$ cat config.mk
export PLATFORM = sky130hd
export DESIGN_NAME = modbus_read_holding_responder_core
export DESIGN_NICKNAME = d
export VERILOG_FILES = /design/src/rtl/mrhr_pkg.sv /design/src/rtl/mrhr_crc_unit.sv /design/src/rtl/mrhr_regfile.sv /design/src/rtl/modbus_read_holding_responder_core.sv
export VERILOG_INCLUDE_DIRS = /design/src /design/src/rtl
export SDC_FILE = /design/constraint.sdc
export NUM_CORES = 1
export LEC_CHECK = 0
export BUFFER_PORTS_ARGS = -buffer_cell sky130_fd_sc_hd__buf_2
export CAP_MARGIN = 30
export CORE_AREA = 2 2 191 240
export CTS_CLUSTER_DIAMETER = 30
export CTS_CLUSTER_SIZE = 14
export DETAILED_ROUTE_END_ITERATION = 10
export DIE_AREA = 0 0 193 242
export PLACE_DENSITY_LB_ADDON = 0.3
export SYNTH_ARGS = -nofsm -noshare
export SYNTH_HDL_FRONTEND = slang
export SYNTH_SLANG_ARGS = --single-unit
$ cat constraint.sdc
create_clock -name clk -period 4.26 [get_ports clk]
set_input_delay 0.639 -clock clk [delete_from_list [all_inputs] [get_ports clk]]
set_output_delay 0.639 -clock clk [all_outputs]
set_load 0.005 [all_outputs]
$ cat src/rtl/modbus_read_holding_responder_core_defines.svh
// Assertion macros shared by the read holding register responder.
// Included by the files that carry concurrent assertions; no other dependencies.
`ifndef MODBUS_READ_HOLDING_RESPONDER_CORE_DEFINES_SVH
`define MODBUS_READ_HOLDING_RESPONDER_CORE_DEFINES_SVH

// Plain property checked on every clock edge outside reset.
`define MRHR_ASSERT(label, clk, rstn, prop, msg) \
	label: assert property (@(posedge clk) disable iff (!rstn) (prop)) else $error(msg);

// Same-cycle implication checked on every clock edge outside reset.
`define MRHR_ASSERT_IMPL(label, clk, rstn, ante, cons, msg) \
	label: assert property (@(posedge clk) disable iff (!rstn) (ante) |-> (cons)) \
		else $error(msg);

// Next-cycle implication checked on every clock edge outside reset.
`define MRHR_ASSERT_NEXT(label, clk, rstn, ante, cons, msg) \
	label: assert property (@(posedge clk) disable iff (!rstn) (ante) |=> (cons)) \
		else $error(msg);

`endif

$ cat src/rtl/mrhr_pkg.sv
// Shared types and constants of the read holding register responder.
// No dependencies; imported by every module of the block.
package mrhr_pkg;

	localparam int NUM_REGS_DEF = 16;

	localparam logic [15:0] CRC_INIT = 16'hFFFF;
	localparam logic [15:0] CRC_POLY = 16'hA001;
	localparam logic [7:0] FUNC_READ_HOLDING = 8'h03;
	localparam logic [7:0] SLAVE_ADDR_RST = 8'h01;
	localparam logic [4:0] REGS_IN_USE_RST = 5'd10;
	localparam logic [3:0] FRAME_LEN = 4'd8;
	localparam logic [2:0] CRC_SPAN = 3'd6;
	localparam logic [3:0] CRC_STEPS = 4'd8;

	// Input selector codes.
	localparam logic OP_RX_BYTE = 1'b0;
	localparam logic OP_REG_WRITE = 1'b1;

	// Result kinds.
	localparam logic KIND_REPLY = 1'b0;
	localparam logic KIND_DROP = 1'b1;

	// Configuration register indexes.
	localparam logic CFG_SLAVE_ADDR = 1'b0;
	localparam logic CFG_REGS_IN_USE = 1'b1;

	typedef enum logic [2:0] {
		REASON_NONE = 3'd0,
		REASON_SHORT = 3'd1,
		REASON_ADDR = 3'd2,
		REASON_CRC = 3'd3,
		REASON_RANGE = 3'd4
	} reason_t;

	typedef enum logic [11:0] {
		ST_IDLE = 12'b0000_0000_0001,
		ST_JUDGE = 12'b0000_0000_0010,
		ST_DROP = 12'b0000_0000_0100,
		ST_CRC_IN = 12'b0000_0000_1000,
		ST_CHECK = 12'b0000_0001_0000,
		ST_TX_ADDR = 12'b0000_0010_0000,
		ST_TX_FUNC = 12'b0000_0100_0000,
		ST_TX_CNT = 12'b0000_1000_0000,
		ST_TX_HI = 12'b0001_0000_0000,
		ST_TX_LO = 12'b0010_0000_0000,
		ST_TX_CRCL = 12'b0100_0000_0000,
		ST_TX_CRCH = 12'b1000_0000_0000
	} state_t;

	typedef struct packed {
		logic init;
		logic start;
	} crc_ctl_t;

endpackage

$ cat src/rtl/mrhr_crc_unit.sv
// Bit-serial CRC-16/MODBUS unit shared by request checking and reply generation.
// Depends on mrhr_pkg for the polynomial, seed and control struct.
module mrhr_crc_unit
	import mrhr_pkg::*;
(
	input  logic        clk,
	input  logic        arst_n,
	input  crc_ctl_t    ctl,
	input  logic [7:0]  data,
	output logic [15:0] crc,
	output logic        busy
);

	logic [15:0] crc_q;
	logic [3:0]  steps_q;

	always_ff @(posedge clk or negedge arst_n) begin
		if (!arst_n) begin
			crc_q <= CRC_INIT;
			steps_q <= '0;
		end else if (ctl.init) begin
			crc_q <= CRC_INIT;
			steps_q <= '0;
		end else if (ctl.start) begin
			crc_q <= crc_q ^ {8'h00, data};
			steps_q <= CRC_STEPS;
		end else if (steps_q != '0) begin
			// One polynomial step per cycle, LSB first.
			crc_q <= crc_q[0] ? ((crc_q >> 1) ^ CRC_POLY) : (crc_q >> 1);
			steps_q <= steps_q - 4'd1;
		end
	end

	assign crc = crc_q;
	assign busy = (steps_q != '0);

endmodule

$ cat src/rtl/mrhr_regfile.sv
// Holding register table with reset contents of index times 100.
// Depends on mrhr_pkg; one write port and one combinational read port.
module mrhr_regfile
	import mrhr_pkg::*;
#(
	parameter int NUM_REGS = NUM_REGS_DEF,
	parameter int RIDX_W = (NUM_REGS > 1) ? $clog2(NUM_REGS) : 1
) (
	input  logic              clk,
	input  logic              arst_n,
	input  logic              wr_en,
	input  logic [3:0]        wr_index,
	input  logic [15:0]       wr_data,
	input  logic [RIDX_W-1:0] rd_addr,
	output logic [15:0]       rd_data
);

	logic [15:0] regs_q [NUM_REGS];

	for (genvar i = 0; i < NUM_REGS; i++) begin : g_entry
		always_ff @(posedge clk or negedge arst_n) begin
			if (!arst_n) begin
				regs_q[i] <= 16'(i * 100);
			end else if (wr_en && (5'(wr_index) == 5'(i))) begin
				regs_q[i] <= wr_data;
			end
		end
	end

	always_comb begin
		if ({1'b0, rd_addr} < (RIDX_W + 1)'(NUM_REGS)) begin
			rd_data = regs_q[rd_addr];
		end else begin
			rd_data = '0;
		end
	end

endmodule

$ cat src/rtl/modbus_read_holding_responder_core.sv
// Modbus RTU slave answering read holding registers (function 03). Request bytes
// are gathered until tlast; a write item (tuser high) updates one holding register.
// The block stays ready for the next item after a byte without tlast. At frame end
// the block judges length and address, checks the CRC over six bytes, then sends
// the address, function and byte count bytes and two bytes per register, each also
// fed through the CRC unit, followed by the two CRC bytes; a dropped frame gives a
// single status item instead. The pace is set by one bit-serial CRC unit that
// handles one bit per cycle and is shared by request checking and reply generation.
// No item is taken while a frame is being judged or answered.
module modbus_read_holding_responder_core
	import mrhr_pkg::*;
#(
	parameter int NUM_REGS = NUM_REGS_DEF
) (
	input  logic        clk,
	input  logic        arst_n,
	input  logic        s_tvalid,
	output logic        s_tready,
	input  logic [31:0] s_tdata,   // rx_byte[7:0], reg_index[11:8], reg_value[27:12], zero
	input  logic        s_tlast,   // frame_end
	input  logic        s_tuser,   // opcode
	output logic        m_tvalid,
	input  logic        m_tready,
	output logic [15:0] m_tdata,   // tx_byte[7:0], drop_reason[10:8], zero
	output logic        m_tlast,   // last
	output logic        m_tuser,   // kind
	input  logic        cfg_valid,
	output logic        cfg_ready,
	input  logic        cfg_index,
	input  logic [7:0]  cfg_data
);

`include "modbus_read_holding_responder_core_defines.svh"

	localparam int RIDX_W = (NUM_REGS > 1) ? $clog2(NUM_REGS) : 1;
	localparam int CNT_W = $clog2(NUM_REGS + 1);
	localparam logic [4:0] NUM_REGS_5 = 5'(NUM_REGS);

	state_t state_q, state_d;

	logic [7:0]  slave_addr_q;
	logic [4:0]  regs_in_use_q;
	logic [7:0]  frame_q [8];
	logic [3:0]  bytes_seen_q;
	reason_t     reason_q, reason_d;
	logic        reason_set;
	logic [2:0]  crc_idx_q;
	logic        idx_inc;
	logic [CNT_W-1:0]  rem_q;
	logic [RIDX_W-1:0] ptr_q;
	logic        ctr_load, ctr_step;

	logic        out_valid_q, out_kind_q, out_last_q;
	logic [7:0]  out_tx_q;
	reason_t     out_reason_q;
	logic        out_load, out_kind_d, out_last_d;
	logic [7:0]  out_tx_d;
	logic        out_free;

	crc_ctl_t    crc_ctl;
	logic [7:0]  crc_data;
	logic [15:0] crc;
	logic        crc_busy;
	logic [15:0] rd_data;

	logic        in_acc;
	logic [7:0]  rx_byte;
	logic [3:0]  reg_index;
	logic [15:0] reg_value;
	logic [15:0] req_start, req_count;
	logic [16:0] req_end;
	logic [4:0]  limit;

	assign rx_byte = s_tdata[7:0];
	assign reg_index = s_tdata[11:8];
	assign reg_value = s_tdata[27:12];

	assign s_tready = (state_q == ST_IDLE);
	assign in_acc = s_tvalid && s_tready;
	assign cfg_ready = 1'b1;
	assign out_free = !out_valid_q || m_tready;

	assign req_start = {frame_q[2], frame_q[3]};
	assign req_count = {frame_q[4], frame_q[5]};
	assign req_end = {1'b0, req_start} + {1'b0, req_count};
	assign limit = (regs_in_use_q > NUM_REGS_5) ? NUM_REGS_5 : regs_in_use_q;

	mrhr_crc_unit u_crc (
		.clk    (clk),
		.arst_n (arst_n),
		.ctl    (crc_ctl),
		.data   (crc_data),
		.crc    (crc),
		.busy   (crc_busy)
	);

	mrhr_regfile #(
		.NUM_REGS (NUM_REGS),
		.RIDX_W   (RIDX_W)
	) u_regs (
		.clk      (clk),
		.arst_n   (arst_n),
		.wr_en    (in_acc && (s_tuser == OP_REG_WRITE)),
		.wr_index (reg_index),
		.wr_data  (reg_value),
		.rd_addr  (ptr_q),
		.rd_data  (rd_data)
	);

	always_comb begin
		state_d = state_q;
		reason_d = reason_q;
		reason_set = 1'b0;
		crc_ctl = '0;
		crc_data = frame_q[crc_idx_q];
		idx_inc = 1'b0;
		ctr_load = 1'b0;
		ctr_step = 1'b0;
		out_load = 1'b0;
		out_kind_d = KIND_REPLY;
		out_tx_d = '0;
		out_last_d = 1'b0;
		unique case (state_q)
			ST_IDLE: begin
				if (in_acc && (s_tuser == OP_RX_BYTE) && s_tlast) begin
					state_d = ST_JUDGE;
				end
			end
			ST_JUDGE: begin
				if (bytes_seen_q != FRAME_LEN) begin
					reason_d = REASON_SHORT;
					reason_set = 1'b1;
					state_d = ST_DROP;
				end else if (frame_q[0] != slave_addr_q) begin
					reason_d = REASON_ADDR;
					reason_set = 1'b1;
					state_d = ST_DROP;
				end else begin
					crc_ctl.init = 1'b1;
					state_d = ST_CRC_IN;
				end
			end
			ST_DROP: begin
				if (out_free) begin
					out_load = 1'b1;
					out_kind_d = KIND_DROP;
					out_last_d = 1'b1;
					state_d = ST_IDLE;
				end
			end
			ST_CRC_IN: begin
				if (!crc_busy) begin
					if (crc_idx_q == CRC_SPAN) begin
						state_d = ST_CHECK;
					end else begin
						crc_ctl.start = 1'b1;
						idx_inc = 1'b1;
					end
				end
			end
			ST_CHECK: begin
				if (crc != {frame_q[7], frame_q[6]}) begin
					reason_d = REASON_CRC;
					reason_set = 1'b1;
					state_d = ST_DROP;
				end else if (req_end > {12'h000, limit}) begin
					reason_d = REASON_RANGE;
					reason_set = 1'b1;
					state_d = ST_DROP;
				end else begin
					crc_ctl.init = 1'b1;
					ctr_load = 1'b1;
					state_d = ST_TX_ADDR;
				end
			end
			ST_TX_ADDR, ST_TX_FUNC, ST_TX_CNT, ST_TX_HI, ST_TX_LO: begin
				// Each reply byte goes out and through the CRC unit in the same cycle.
				unique case (state_q)
					ST_TX_ADDR: out_tx_d = slave_addr_q;
					ST_TX_FUNC: out_tx_d = FUNC_READ_HOLDING;
					ST_TX_CNT: out_tx_d = {frame_q[5][6:0], 1'b0};
					ST_TX_HI: out_tx_d = rd_data[15:8];
					default: out_tx_d = rd_data[7:0];
				endcase
				crc_data = out_tx_d;
				if (out_free && !crc_busy) begin
					out_load = 1'b1;
					crc_ctl.start = 1'b1;
					unique case (state_q)
						ST_TX_ADDR: state_d = ST_TX_FUNC;
						ST_TX_FUNC: state_d = ST_TX_CNT;
						ST_TX_CNT: state_d = (rem_q == '0) ? ST_TX_CRCL : ST_TX_HI;
						ST_TX_HI: state_d = ST_TX_LO;
						default: begin
							ctr_step = 1'b1;
							state_d = (rem_q == CNT_W'(1)) ? ST_TX_CRCL : ST_TX_HI;
						end
					endcase
				end
			end
			ST_TX_CRCL: begin
				out_tx_d = crc[7:0];
				if (out_free && !crc_busy) begin
					out_load = 1'b1;
					state_d = ST_TX_CRCH;
				end
			end
			ST_TX_CRCH: begin
				out_tx_d = crc[15:8];
				if (out_free) begin
					out_load = 1'b1;
					out_last_d = 1'b1;
					state_d = ST_IDLE;
				end
			end
			default: state_d = ST_IDLE;
		endcase
	end

	always_ff @(posedge clk or negedge arst_n) begin
		if (!arst_n) begin
			state_q <= ST_IDLE;
			slave_addr_q <= SLAVE_ADDR_RST;
			regs_in_use_q <= REGS_IN_USE_RST;
			bytes_seen_q <= '0;
			reason_q <= REASON_NONE;
			crc_idx_q <= '0;
			rem_q <= '0;
			ptr_q <= '0;
			out_valid_q <= 1'b0;
		end else begin
			state_q <= state_d;
			if (cfg_valid && cfg_ready) begin
				unique case (cfg_index)
					CFG_SLAVE_ADDR: slave_addr_q <= cfg_data;
					CFG_REGS_IN_USE: regs_in_use_q <= cfg_data[4:0];
					default: ;
				endcase
			end
			if (in_acc && (s_tuser == OP_RX_BYTE) && (bytes_seen_q != FRAME_LEN)) begin
				bytes_seen_q <= bytes_seen_q + 4'd1;
			end else if (state_q == ST_JUDGE) begin
				bytes_seen_q <= '0;
			end
			if (reason_set) begin
				reason_q <= reason_d;
			end
			if (crc_ctl.init) begin
				crc_idx_q <= '0;
			end else if (idx_inc) begin
				crc_idx_q <= crc_idx_q + 3'd1;
			end
			if (ctr_load) begin
				rem_q <= req_count[CNT_W-1:0];
				ptr_q <= req_start[RIDX_W-1:0];
			end else if (ctr_step) begin
				rem_q <= rem_q - CNT_W'(1);
				ptr_q <= ptr_q + RIDX_W'(1);
			end
			if (out_load) begin
				out_valid_q <= 1'b1;
			end else if (m_tready) begin
				out_valid_q <= 1'b0;
			end
		end
	end

	// Frame bytes and the result payload need no reset.
	always_ff @(posedge clk) begin
		if (in_acc && (s_tuser == OP_RX_BYTE) && (bytes_seen_q != FRAME_LEN)) begin
			frame_q[bytes_seen_q[2:0]] <= rx_byte;
		end
		if (out_load) begin
			out_kind_q <= out_kind_d;
			out_tx_q <= out_tx_d;
			out_reason_q <= (out_kind_d == KIND_DROP) ? reason_q : REASON_NONE;
			out_last_q <= out_last_d;
		end
	end

	assign m_tvalid = out_valid_q;
	assign m_tuser = out_kind_q;
	assign m_tlast = out_last_q;
	assign m_tdata = {5'b0, out_reason_q, out_tx_q};

	`MRHR_ASSERT(a_seen_bound, clk, arst_n, bytes_seen_q <= FRAME_LEN, "byte count beyond frame length")
	`MRHR_ASSERT_IMPL(a_crc_free, clk, arst_n, crc_ctl.start, !crc_busy, "CRC unit restarted while busy")
	`MRHR_ASSERT_IMPL(a_reg_left, clk, arst_n, state_q == ST_TX_HI, rem_q != '0, "register byte with none left")
	`MRHR_ASSERT_NEXT(a_last_idle, clk, arst_n, out_load && out_last_d, state_q == ST_IDLE, "final item without return to idle")

endmodule

==> out/results.ini <==
[outcome]
outcome = completed

[synthesis]
synthArstFlopShare = 0.807
yosys.area_share.simple = 0.0754
avgSynthCellArea_sq_um = 14.2
synth_area_leaders = dfrtp_1 (30%), mux2_2 (16%), edfxtp_1 (12%)
synth_edf_count = 77
synth_adder_area_share = 0.0200
synthesis.area_sq_um = 19700
synth_xor_area_frac = 0.0209
netlist_top_cells_count = mux2_2 (280), dfrtp_1 (234), mux4_2 (95), dfstp_2 (87), nand2_1 (79)
yosysSeqAreaShare = 0.530
ys_warn_count = 0
synth_top_family_by_area = multiplexers
synth_top_area_frac = 0.297
synth.area.mux_share = 0.275
yosysMostFrequentCell = mux2_2
ys_ff_latch = 398
synthCells = 1389
ys.flop_type = dfrtp_1
yosysTopAreaCell = dfrtp_1
synth_compound_area_frac = 0.0492
ys_types = 82

[floorplanning]
die_w_microns = 193
fp-row-count = 87
core_area_sq_um = 44600
io_pins = 69
initial_core_util = 0.442
fp.dieH_microns = 242
dieArea_sq_um = 46700

[clocking]
clockBufferDepth = 3
cts_tree = yes
clk_latency_ns = 0.62
root_buffer = clkbuf_16
cts_setup_buffers = 0
cts.sinks = 398
cts.htree.levels = 3
clkTransAtPathRegs_ns = 0.05
cts_buffers = 87
post_cts_resized = 0
cts_hold_buf = 1

[route]
drt_iter0_markers = 994
drc = 0
drtPass1Iterations = 5
ant_nets = 0
totalWireLength_mm = 50.5
num_vias = 12400
routed_via_density = 5.79
detail_route.wl_per_cell_microns = 23.6

[placed_design]
io_buffers = 58
place_inst = 1974
gp_congestion = 0.869
dp_hpwl_mm = 32.6

[global_route]
grt_max_degree = 89
grt_pass1_vias = 13100
antenna_found_initial = 3
grt_use_total = 0.224
grt_pass1_wl_mm = 78.6
grt_overflow_total = 0

[power_and_ir_drop]
leakagePower_nw = 10.2
p_clk_frac = 0.489
irDropWorstVdd_v = 0.000413
powerDensity_nw_per_um2 = 627
comb_power_share = 0.141
internal-power_mw = 11.3
power_mw = 15.1
power.net_switching_mw = 3.74
p_seq_frac = 0.370
netSwitchingFraction = 0.248

[critical_path]
criticalPathCategory = reg -> reg
rrSetupSlack_ns = 0.37
r2r-start = frame_q[5][0]
worst-r2r-cell-count = 15
crit_required_ns = 4.82
crit_path_end_kind = flip-flop
setup.worst_path.start = frame_q[5][0]
endpoint = u_crc.crc[4]
start_kind = flip-flop
critPathMaxFanout = 11
arrival_ns = 4.45
reg2reg_to = u_crc.crc[4]

[flow_run]
maxCapViolations = 0

[min_path]
hold_class = in -> reg

[layout]
syn_to_final_growth_pct = 21.7
fin_util = 0.538
drive_gt1_frac = 0.477
fin_cells = 2141
layout.nets = 1565

[timing]
slew-limit-headroom = 0.188
tns_ns = 0
tightest_slew_ns = 1.22
setup_viol = 0
skew_ns = 0.0200
finalCritPeriodShare = 0.913
max_freq_mhz = 257
rsz0062_at_grt = no
finalHoldViolCount = 0
slew_violations = 0
fin_crit_ns = 3.89
hold-worst-slack_ns = 0.266

[cell type report]
class	count	area, sq um
Timing Repair Buffer	92	703
Clock buffer	114	2500
Multi-Input combinational cell	870	8730
Tap cell	578	723
Sequential cell	398	10500
Antenna cell	2	5.00
Clock inverter	50	758
Inverter	37	139
Fill cell	3643	20600
[cells by family (layout without fill, tap and decap cells)]
| logic type | after synthesis | after routing |
|---|---|---|
| DFF | 398 | 398 |
| muxes | 389 | 389 |
| and+or+nand+nor | 257 | 257 |
| AOI/OAI and AO/OA | 140 | 140 |
| buffers and inverters | 125 | 293 |
| xor gates and xnor gates | 47 | 47 |
| adders and majority gates | 31 | 31 |
| other | 2 | 8 |
[per-stage QoR]
stage	area (sq um)	setup WS, ns
floorplan	19800	1.09
global placement	20700	0.473
detailed placement	20700	0.445
CTS	24000	0.399
global route	24000	0.136
finish	24000	0.369
[power by group through the flow]
| stage | Sequential (mW) | Combinational (mW) | Clock [mW] |
|---|---|---|---|
| 3_3_place_gp | 5.54 | 2.04 | 0 |
| 4_1_cts | 5.57 | 2.14 | 7.46 |
| 5_1_grt | 5.68 | 2.33 | 7.67 |
| 2_1_floorplan | 5.37 | 1.67 | 0 |
| 6_report | 5.58 | 2.12 | 7.37 |
| 3_5_place_dp | 5.61 | 2.12 | 0 |
[cell usage in the layout, fill, tap and decap left out, types with 8 or more instances in the layout]
cell type	n
dfrtp_1	232
mux4_2	95
mux2_2	280
clkbuf_16	92
nand3_1	18
or3_1	10
nand2_1	79
nand2_2	9
nor2b_1	12
a211oi_1	8
dfstp_2	87
o21ai_0	23
buf_2	57
nor3_1	12
ha_1	30
inv_6	8
clkbuf_8	12
xnor2_1	28
inv_1	37
o211a_1	8
clkinv_2	8
clkbuf_1	10
nor2_1	38
buf_4	22
mux2i_1	12
a31oi_1	19
edfxtp_1	77
nor4_1	11
buf_12	10
a21oi_1	29
xor2_1	19
bufinv_16	16
[worst min-delay path by stage]
stage	start	end	slack, ns	cells past startpoint
floorplan	arst_n	bytes_seen_q[0]	0.34	0
global placement	u_regs.regs_q[63]	u_regs.regs_q[63]	0.46	1
detailed placement	reason_q[0]	reason_q[0]	0.47	2
CTS	cfg_data[5]	slave_addr_q[5]	0.24	2
global route	cfg_data[6]	slave_addr_q[6]	0.26	2
finish	cfg_data[5]	slave_addr_q[5]	0.27	2
[per-layer routing]
layer / global-route usage / wire length, microns
met1: 0.284 / 20700
met2: 0.373 / 25500
met3: 0.0443 / 2460
met4: 0.0954 / 1810
met5: 0 / 11
[worst max-delay path: stages, from the launching register on]
cell,delay (ns)
edfxtp_1,0.43
ha_1,0.22
inv_1,0.07
fa_1,0.38
xnor2_1,0.20
ha_1,0.29
a21oi_1,0.18
o21ai_0,0.11
a21o_1,0.18
a21oi_1,0.15
o2111a_1,0.20
nand4_1,0.31
o31ai_1,0.51
buf_12,0.19
or3b_2,0.24
o211a_1,0.17
[state kept, by name, indices dropped and copies added (netlist names)]
| signal | count |
|---|---|
| bytes_seen_q | 4 |
| regs_in_use_q | 5 |
| crc_idx_q | 3 |
| ptr_q | 4 |
| m_tuser | 1 |
| slave_addr_q | 8 |
| out_tx_q | 8 |
| reason_q | 3 |
| u_crc.crc | 16 |
| state_q | 12 |
| rem_q | 5 |
| u_crc.steps_q | 4 |
| out_reason_q | 3 |
| m_tvalid | 1 |
| m_tlast | 1 |
| frame_q | 64 |
| u_regs.regs_q | 256 |
Note: power is estimated with default switching activity, not from simulation.
